File: src/hdl/rtphp_pkg.sv
package rtphp_pkg;

  localparam int MAX_PACKET_BYTES_DEF = 2048;

  // fixed header fields
  localparam int HDR_BYTES   = 12;
  localparam int WORD_BYTES  = 4;
  localparam int RTP_VERSION = 2;
  localparam int PAD_BIT     = 5;  // bit index of P in first byte
  localparam int EXT_BIT     = 4;  // bit index of X in first byte

  localparam int IN_DATA_W  = 8;
  localparam int OUT_DATA_W = 40;

  typedef enum logic [2:0] {
    ST_OK       = 3'd0,
    ST_SHORT    = 3'd1,
    ST_VERSION  = 3'd2,
    ST_PADDING  = 3'd3,
    ST_CSRC     = 3'd4,
    ST_EXT_HDR  = 3'd5,
    ST_EXT_BODY = 3'd6,
    ST_OVERSIZE = 3'd7
  } status_t;

  typedef struct packed {
    logic        ext;
    logic [3:0]  csrc_count;
    logic [7:0]  padding_length;
    logic [11:0] payload_length;
    logic [11:0] payload_offset;
    status_t     status;
  } result_t;

endpackage

File: src/hdl/rtp_header_parser.sv
// RTP header parser.
// Slave stream (s_*): one packet byte per beat, s_tlast on the final byte.
// Master stream (m_*): one result beat per packet, issued for the beat that
// carried s_tlast; beats without s_tlast produce nothing.
// Pipeline: the input stage updates the running packet state (byte count,
// first header byte, the two extension-length bytes) and, on the last byte,
// latches a snapshot of it. The next stage evaluates the header checks from
// that snapshot into the output register. m_tvalid rises when the snapshot
// moves into the output register, so a result passes the snapshot and the
// output register before it can be taken.
// Throughput: one byte per cycle, sustained, also while a result waits on
// m_tready, as long as the snapshot stage is free; both stages advance
// together when the output register drains.
// Stall: if m_tready stays low with a result held and a second last byte is
// latched in the snapshot stage, s_tready drops until the result is taken.
// Reset (rst, synchronous): clears the packet state and both valid flags.
// The byte count saturates one above MAX_PACKET_BYTES, which flags oversize.
module rtp_header_parser #(
  parameter int MAX_PACKET_BYTES = rtphp_pkg::MAX_PACKET_BYTES_DEF
) (
  input  logic                            clk,
  input  logic                            rst,
  input  logic                            s_tvalid,
  output logic                            s_tready,
  input  logic [rtphp_pkg::IN_DATA_W-1:0] s_tdata,  // [7:0] data_byte
  input  logic                            s_tlast,  // last_byte
  output logic                            m_tvalid,
  input  logic                            m_tready,
  // [2:0] status, [14:3] payload_offset, [26:15] payload_length,
  // [34:27] padding_length, [38:35] csrc_count, [39] extension_present
  output logic [rtphp_pkg::OUT_DATA_W-1:0] m_tdata
);

  // count must hold MAX_PACKET_BYTES + 1
  localparam int CNT_W = $clog2(MAX_PACKET_BYTES + 2);
  // compare width: offset + 4 + 4*ext_len needs 19 bits
  localparam int CMP_W = (CNT_W > 19) ? CNT_W + 1 : 20;
  localparam logic [CNT_W-1:0] MAX_CNT = CNT_W'(MAX_PACKET_BYTES);

  // ---------------- input stage: running packet state ----------------
  logic [CNT_W-1:0] byte_count, byte_count_next;
  logic [7:0]       first_header_byte, first_header_byte_next;
  logic [7:0]       ext_length_high, ext_length_high_next;
  logic [7:0]       ext_length_low, ext_length_low_next;

  logic             in_beat;
  logic             out_ready;
  logic             snap_ready;
  logic [6:0]       hdr_end;       // 12 + 4*CC
  logic [CNT_W-1:0] count_inc;

  // snapshot of a finished packet
  logic             snap_valid;
  logic [CNT_W-1:0] snap_size;
  logic [7:0]       snap_hdr;
  logic [7:0]       snap_last;
  logic [15:0]      snap_ext_len;

  assign out_ready  = !m_tvalid || m_tready;
  assign snap_ready = !snap_valid || out_ready;
  assign s_tready   = snap_ready;
  assign in_beat    = s_tvalid && s_tready;

  always_comb begin
    first_header_byte_next = (byte_count == '0) ? s_tdata : first_header_byte;
    hdr_end   = 7'(rtphp_pkg::HDR_BYTES) + {1'b0, first_header_byte_next[3:0], 2'b00};
    count_inc = (byte_count <= MAX_CNT) ? byte_count + 1'b1 : byte_count;
    ext_length_high_next = ext_length_high;
    ext_length_low_next  = ext_length_low;
    if (CMP_W'(byte_count) == CMP_W'(hdr_end) + CMP_W'(2)) begin
      ext_length_high_next = s_tdata;
    end
    if (CMP_W'(byte_count) == CMP_W'(hdr_end) + CMP_W'(3)) begin
      ext_length_low_next = s_tdata;
    end
    byte_count_next = count_inc;
  end

  always_ff @(posedge clk) begin
    if (rst) begin
      byte_count        <= '0;
      first_header_byte <= '0;
      ext_length_high   <= '0;
      ext_length_low    <= '0;
    end else if (in_beat) begin
      if (s_tlast) begin
        // packet done: clear for the next one
        byte_count        <= '0;
        first_header_byte <= '0;
        ext_length_high   <= '0;
        ext_length_low    <= '0;
      end else begin
        byte_count        <= byte_count_next;
        first_header_byte <= first_header_byte_next;
        ext_length_high   <= ext_length_high_next;
        ext_length_low    <= ext_length_low_next;
      end
    end
  end

  always_ff @(posedge clk) begin
    if (rst) begin
      snap_valid <= 1'b0;
    end else if (snap_ready) begin
      snap_valid <= in_beat && s_tlast;
    end
  end

  always_ff @(posedge clk) begin
    if (in_beat && s_tlast) begin
      snap_size    <= byte_count_next;
      snap_hdr     <= first_header_byte_next;
      snap_last    <= s_tdata;
      snap_ext_len <= {ext_length_high_next, ext_length_low_next};
    end
  end

  // ---------------- check stage ----------------
  rtphp_pkg::result_t res, res_next;

  logic             p_bit, x_bit;
  logic [7:0]       pad;
  logic [CMP_W-1:0] size_w, red_size, off0, off_ext, off_fin;
  logic [CMP_W-1:0] pad_w, plen;

  always_comb begin
    p_bit    = snap_hdr[rtphp_pkg::PAD_BIT];
    x_bit    = snap_hdr[rtphp_pkg::EXT_BIT];
    pad      = p_bit ? snap_last : 8'd0;
    pad_w    = CMP_W'(pad);
    size_w   = CMP_W'(snap_size);
    red_size = size_w - pad_w;
    off0     = CMP_W'(rtphp_pkg::HDR_BYTES) + CMP_W'({snap_hdr[3:0], 2'b00});
    off_ext  = off0 + CMP_W'(rtphp_pkg::WORD_BYTES) + CMP_W'({snap_ext_len, 2'b00});
    off_fin  = x_bit ? off_ext : off0;
    plen     = red_size - off_fin;

    res_next.status = rtphp_pkg::ST_OK;
    if (snap_size > MAX_CNT) begin
      res_next.status = rtphp_pkg::ST_OVERSIZE;
    end else if (size_w < CMP_W'(rtphp_pkg::HDR_BYTES)) begin
      res_next.status = rtphp_pkg::ST_SHORT;
    end else if (snap_hdr[7:6] != 2'(rtphp_pkg::RTP_VERSION)) begin
      res_next.status = rtphp_pkg::ST_VERSION;
    end else if (p_bit && (pad_w + CMP_W'(rtphp_pkg::HDR_BYTES) > size_w)) begin
      res_next.status = rtphp_pkg::ST_PADDING;
    end else if (red_size < off0) begin
      res_next.status = rtphp_pkg::ST_CSRC;
    end else if (x_bit && (red_size < off0 + CMP_W'(rtphp_pkg::WORD_BYTES))) begin
      res_next.status = rtphp_pkg::ST_EXT_HDR;
    end else if (x_bit && (red_size < off_ext)) begin
      res_next.status = rtphp_pkg::ST_EXT_BODY;
    end

    if (res_next.status == rtphp_pkg::ST_OK) begin
      res_next.payload_offset = off_fin[11:0];
      res_next.payload_length = plen[11:0];
    end else begin
      res_next.payload_offset = '0;
      res_next.payload_length = '0;
    end
    res_next.padding_length = pad;
    res_next.csrc_count     = snap_hdr[3:0];
    res_next.ext            = x_bit;
  end

  always_ff @(posedge clk) begin
    if (rst) begin
      m_tvalid <= 1'b0;
    end else if (out_ready) begin
      m_tvalid <= snap_valid;
    end
  end

  always_ff @(posedge clk) begin
    if (out_ready && snap_valid) begin
      res <= res_next;
    end
  end

  assign m_tdata = res;

`ifndef SYNTH
  a_count_bound: assert property (@(posedge clk) disable iff (rst)
    byte_count <= MAX_CNT + 1'b1)
    else $error("byte count beyond saturation point");

  a_clear_after_last: assert property (@(posedge clk) disable iff (rst)
    in_beat && s_tlast |=> byte_count == '0 && first_header_byte == '0)
    else $error("packet state not cleared after last byte");

  a_error_zeroes: assert property (@(posedge clk) disable iff (rst)
    m_tvalid && res.status != rtphp_pkg::ST_OK |->
      res.payload_offset == '0 && res.payload_length == '0)
    else $error("error result carries offset or length");

  a_snap_held: assert property (@(posedge clk) disable iff (rst)
    snap_valid && !out_ready |=> snap_valid && $stable(snap_size))
    else $error("snapshot lost while output stalled");

  a_no_take_when_full: assert property (@(posedge clk) disable iff (rst)
    snap_valid && m_tvalid && !m_tready |-> !s_tready)
    else $error("input taken with both stages full");
`endif

endmodule

File: config.mk
export PLATFORM = sky130hd
export DESIGN_NAME = rtp_header_parser
export DESIGN_NICKNAME = d
export VERILOG_FILES = /design/src/hdl/rtphp_pkg.sv /design/src/hdl/rtp_header_parser.sv
export SDC_FILE = /design/constraint.sdc
export NUM_CORES = 1
export LEC_CHECK = 0
export BUFFER_PORTS_ARGS = -buffer_cell sky130_fd_sc_hd__buf_4
export CORE_MARGIN = 2
export CORE_UTILIZATION = 62
export DETAILED_ROUTE_END_ITERATION = 7
export PLACE_DENSITY = 0.82
export RECOVER_POWER = 25
export SYNTH_ARGS = -nofsm -noshare
export SYNTH_HDL_FRONTEND = slang
export SYNTH_SLANG_ARGS = --single-unit
File: constraint.sdc
create_clock -name clk -period 6.35 [get_ports clk]
set_input_delay 0.3175 -clock clk [delete_from_list [all_inputs] [get_ports clk]]
set_output_delay 0.3175 -clock clk [all_outputs]
set_load 0.05 [all_outputs]
# [Yosys cells after proc, flatten, opt, wreduce, memory -nomap -nowiden]
# Cells that the tools add are included.
[totals] register_bits=122 inputBits=13 out_inout_bits=42 elab_cells=65
[op_classes] addsub=10 n_lt_le_gt_ge=7 n_eq_ne=3 n_mux=17 n_reduce_logical=12
[ops] op="$mux W8" count=7
[ops] op="$mux W12" count=3
[ops] op="$eq A12 B8 Y1" count=2
[ops] op="$mux W3" count=7
[ops] op="$lt A20 B19 Y1" count=1
[ops] op="$lt A20 B7 Y1" count=1
[ops] op="$lt A20 B8 Y1" count=1
[ops] op="$add A8 B18 Y19" count=1
[ops] op="$add A7 B2 Y8 const B" count=2
[ops] op="$add A4 B6 Y7 const A" count=2
[ops] op="$sub A12 B8 Y13" count=1
[ops] op="$add A12 B1 Y12 const B" count=1
[ops] op="$gt A12 B12 Y1 const B" count=1
[ops] op="$gt A9 B12 Y1" count=1
[ops] op="$le A12 B12 Y1 const B" count=1
[ops] op="$logic_not A12 Y1" count=1
[ops] op="$lt A12 B4 Y1 const B" count=1
[ops] op="$sub A12 B12 Y12" count=1
[ops] op="$add A8 B4 Y9 const B" count=1
[ops] op="$add A7 B3 Y8 const B" count=1
[ops] op="$logic_and A1 B1 Y1" count=6
[ops] op="$logic_not A3 Y1" count=1
[ops] op="$logic_not A1 Y1" count=2
[ops] op="$logic_or A1 B1 Y1" count=2
[ops] op="$ne A2 B2 Y1 const B" count=1

# [Logic depth before layout (Yosys ltp)]
[logic_depth] depth_word=13 mapped_depth=21

# [Worst setup path after synthesis]
# Ideal clock, no wire load.
[synth_path] path_kind="register to register" from="register snap_hdr[0]" to="register res, in the netlist m_tdata[20] (data pin)" arrival_time_ns=4.401 required_ns=6.193 slack_ns=1.792 path_stages_with_launch=22 period_less_slack_ns=4.558 cell_sequence="edfxtp_1 inv_1 ha_1 xor2_1 or3_1 xor2_1 ha_1 o21ai_1 o21ai_1 a21oi_1 nor3b_1 xnor2_1 ha_1 nand4_1 nor2_1 o21ai_0 nor3b_1 or4_1 a32oi_1 nand4_1 buf_4 nor3_1"
[synth_between] elab_chain_cells=13
[synth_lines] item="start: declaration" line="rtp_header_parser.sv:55" source="logic [7:0] snap_hdr;"
[synth_lines] item="start signal: assignment" line="rtp_header_parser.sv:112" source="snap_hdr <= first_header_byte_next;"
[synth_lines] item="$add A4 B6 Y7 (*)" line="rtp_header_parser.sv:133" source="off0 = CMP_W'(rtphp_pkg::HDR_BYTES) + CMP_W'({snap_hdr[3:0], 2'b00});"
[synth_lines] item="$add A7 B3 Y8" line="rtp_header_parser.sv:134, rtp_header_parser.sv:149"
[synth_lines] item="$add A8 B18 Y19" line="rtp_header_parser.sv:134" source="off_ext = off0 + CMP_W'(rtphp_pkg::WORD_BYTES) + CMP_W'({snap_ext_len, 2'b00});"
[synth_lines] item="$lt A20 B19 Y1" line="rtp_header_parser.sv:151" source="end else if (x_bit && (red_size < off_ext)) begin"
[synth_lines] item="$logic_and A1 B1 Y1" line="rtp_header_parser.sv:151"
[synth_lines] item="$mux W3" line="rtp_header_parser.sv:151"
[synth_lines] item="$mux W3" line="rtp_header_parser.sv:149" source="end else if (x_bit && (red_size < off0 + CMP_W'(rtphp_pkg::WORD_BYTES))) begin"
[synth_lines] item="$mux W3" line="rtp_header_parser.sv:147" source="end else if (red_size < off0) begin"
[synth_lines] item="$mux W3" line="rtp_header_parser.sv:145" source="end else if (p_bit && (pad_w + CMP_W'(rtphp_pkg::HDR_BYTES) > size_w)) begin"
[synth_lines] item="$mux W3" line="rtp_header_parser.sv:143" source="end else if (snap_hdr[7:6] != 2'(rtphp_pkg::RTP_VERSION)) begin"
[synth_lines] item="$mux W3" line="rtp_header_parser.sv:141" source="end else if (size_w < CMP_W'(rtphp_pkg::HDR_BYTES)) begin"
[synth_lines] item="$mux W3" line="rtp_header_parser.sv:139" source="if (snap_size > MAX_CNT) begin"
[synth_lines] item="$logic_not A3 Y1" line="rtp_header_parser.sv:155" source="if (res_next.status == rtphp_pkg::ST_OK) begin"
[synth_lines] item="end signal: assignment" line="rtp_header_parser.sv:177" source="res <= res_next;"
[synth_lines] item="end: declaration" line="rtp_header_parser.sv:119" source="rtphp_pkg::result_t res, res_next;"
# Every way passes the cells marked *; elsewhere a longest branch is shown, timed or not.
# A chain may end at the register's enable or synchronous reset.

# [Final worst setup path]
[layout_path] from="register snap_hdr[0]" to="register res, in the netlist m_tdata[19] (data pin)"
# The elaborated chain is that of the path after synthesis.

==> flow_summary.yaml <==
critical_path:
  worstReg2RegStart: "snap_hdr[0]"
  endpoint: "m_tdata[19]"
  cp_num_buf_inv: 1
  crit_slowest_cell: "nand4_1"
  worstReg2RegEnd: "m_tdata[19]"
  cp_top_family: "simple AND/OR/NAND/NOR gates"
  rrSetupSlack_ns: 0.47
  arrival_ns: 6.14
  slowest_delay_ns: 0.69
  crit_type: "reg2reg"
  cp_common_cell: "ha_1"
  crit_path_end_kind: "register"
  crit_start: "snap_hdr[0]"
  crit_chain: "inv_1 > ha_1 > xor2_1 > or3_1 > xor2_1 > ha_1 > o21ai_1 > o21ai_1 > a21oi_1 > nor3b_1 > xnor2_1 > ha_1 > nand4_1 > nor2_1 > o21ai_0 > nor3b_1 > or4_1 > a32oi_1 > nand4_1 > nor3_1"
  critical_path_cell_count: 20
  r2r_cells: 20
  required_ns: 6.61
  crit_path_max_fanout: 21
  start_kind: "register"
grt:
  gr-total-overflow: 0
  grt_max_degree: 46
  grt_pass1_wl_um: 29100
  grt_use_total_pct: 28.1
  antenna_found_initial: 0
  grt_pass1_vias: 5825
flow_run:
  cap_violations: 0
floorplanning:
  core_um2: 12500
  num_rows: 41
  initial_utilization_pct: 63.0
  die_w_um: 117
  die_y_um: 117
  die_area_um2: 13600
  ios: 55
synth:
  ys_ff_latch: 120
  synth_edf_count: 82
  avgSynthCellArea_um2: 10.4
  yosys.cell_count.top_type: "edfxtp_1"
  async_reset_ff_share_pct: 0
  synthDistinctLibCells: 81
  synth_top_area_share_pct: 31.2
  synth_top_area_cell: "edfxtp_1"
  synth.area.top_cells: "edfxtp_1 (31%), dfxtp_1 (9.6%), ha_1 (9.5%)"
  synthTopCellsByCount: "edfxtp_1 (82), nor2_1 (61), ha_1 (60), nand2_1 (56), inv_1 (44)"
  synth_ff_type: "edfxtp_1"
  yosysWarnings: 0
  yosysSeqAreaShare_pct: 40.8
  syn_area_um2: 7890
  postSynthCellCount: 762
power:
  power_uw: 2260
  irDropWorstVdd_mv: 0.150
  power.density_nw_per_um2: 257
  p_leak_uw: 0.00332
drt:
  dr.pass1.iters: 5
  wire_per_inst_um: 18.5
  dr.first_iter.drc_count: 405
  drc: 0
  avgViaCountPerCell: 6.11
  ant_nets: 0
  dr_total_vias: 6039
  wirelength_um: 18300
clock_tree:
  cts_resized: 0
  cts_made_buffers: 17
  cts_sinks: 120
  hold_buffers: 0
  cts.clk_slew.worst_paths_ns: 0.06
  cts_setup_buffers: 0
  cts_buffer_depth: 2
  clock-root-buffer: "clkbuf_16"
  cts_tree: "done"
  htreeDepth: 4
  clk_latency_ns: 0.43
timing:
  max_clock_freq_mhz: 170
  worstMarginPinSlew_ns: 1.14
  slew_violations: 0
  tns_ns: 0
  min_period_ns: 5.88
  setup_viol: 0
  period_share_pct: 92.7
  maxSlewHeadroom_pct: 24.2
  hold_viol: 0
  rsz0062_at_grt: "no"
  finClkSkew_ns: 0.0162
status:
  status: "completed"
worst_hold_path:
  min_path_type: "in2reg"
placed_design:
  place_area_um2: 8340
  dp_hpwl_um: 13200
  gp_congestion: 0.943
  place_inst: 956
  portBuffers: 52
layout:
  nets: 879
  diodes: 0
  drive_gt1_share_pct: 13.7
  nFillCells: 963
  design_area_um2: 8770
  syn_to_final_growth_pct: 11.2
  fin_cells: 988
## through the flow
| step | utilization (%) | hold WS [ns] | setup WS [ns] |
|---|---|---|---|
| after floorplan | - | 0.416 | 1.79 |
| after global routing | 70.1 | 0.263 | 0.0506 |
| after global placement | 66.6 | 0.466 | 0.924 |
| after CTS | 71.5 | 0.120 | 0.521 |
| final | 70.1 | 0.263 | 0.466 |
| after detailed placement | 66.6 | 0.496 | 0.616 |
## sequential cells by signal, summed over array words and instances (netlist names)
register and cells:
ext_length_low 8, ext_length_high 8, m_tdata 38, snap_hdr 8, snap_size 12, snap_ext_len 16, byte_count 12, m_tvalid 1
snap_last 8, snap_valid 1, first_header_byte 8
## placed cells by master (no fill, tap or decap), drive strengths merged, types with 23 or more instances in the layout
cell | netlist | layout
mux2 | 26 | 26
nand2 | 57 | 57
nor2 | 61 | 61
ha | 60 | 60
xnor2 | 31 | 31
a31oi | 24 | 24
edfxtp | 82 | 82
nand4 | 31 | 31
a21oi | 23 | 23
clkbuf | 22 | 67
inv | 45 | 46
o21ai | 27 | 27
dfxtp | 38 | 38
## layout make-up
class,instances,area (um^2),share of cell area (%)
multi-input combinational,562,4310,49.1
sequential,120,3220,36.7
clock buffer,21,460,5.25
timing repair buffer,56,248,2.82
tap,172,215,2.45
inverter,46,173,1.97
clock inverter,11,145,1.65
## per-layer routing
| metal | part of all wire (%) | vias to the layer above | track usage (%) | routed length [um] |
|---|---|---|---|---|
| met3 | 6.7 | 42 | 6.28 | 1220 |
| met4 | 3.0 | 0 | 11.8 | 546 |
| met1 | 41 | 2876 | 35.6 | 7560 |
| met2 | 49 | 228 | 46.7 | 8970 |
| met5 | 0 | - | 0 | 0 |
| li1 | - | 2893 | - | - |
## cells by family after synthesis
group / count (synthesis) / synth area share (%)
AND/OR/NAND/NOR: 278 / 20.4
flip-flops: 120 / 40.8
AO/OA/AOI/OAI: 138 / 13.7
XOR/XNOR: 49 / 5.44
buffers and inverters: 82 / 4.76
multiplexers: 30 / 4.46
adder cells (fa/ha/maj): 63 / 10.3
other: 2 / 0.0952
## worst min-delay path by stage
stage | start | endpoint | slack [ns] | cells past startpoint
global placement | snap_hdr[1] | m_tdata[36] | 0.47 | 0
finish | s_tdata[7] | snap_last[7] | 0.26 | 1
floorplan | s_tdata[0] | snap_last[0] | 0.42 | 0
CTS | s_tdata[7] | snap_last[7] | 0.12 | 1
detailed placement | first_header_byte[6] | first_header_byte[6] | 0.50 | 2
global route | s_tdata[7] | snap_last[7] | 0.26 | 1
## where the power goes
group	switching, uW	total [uW]	internal, uW
Combinational	249	399	150
Sequential	17.0	873	856
Clock	348	984	636
Total	614	2260	1640
Power figures use the tool's default switching activity.
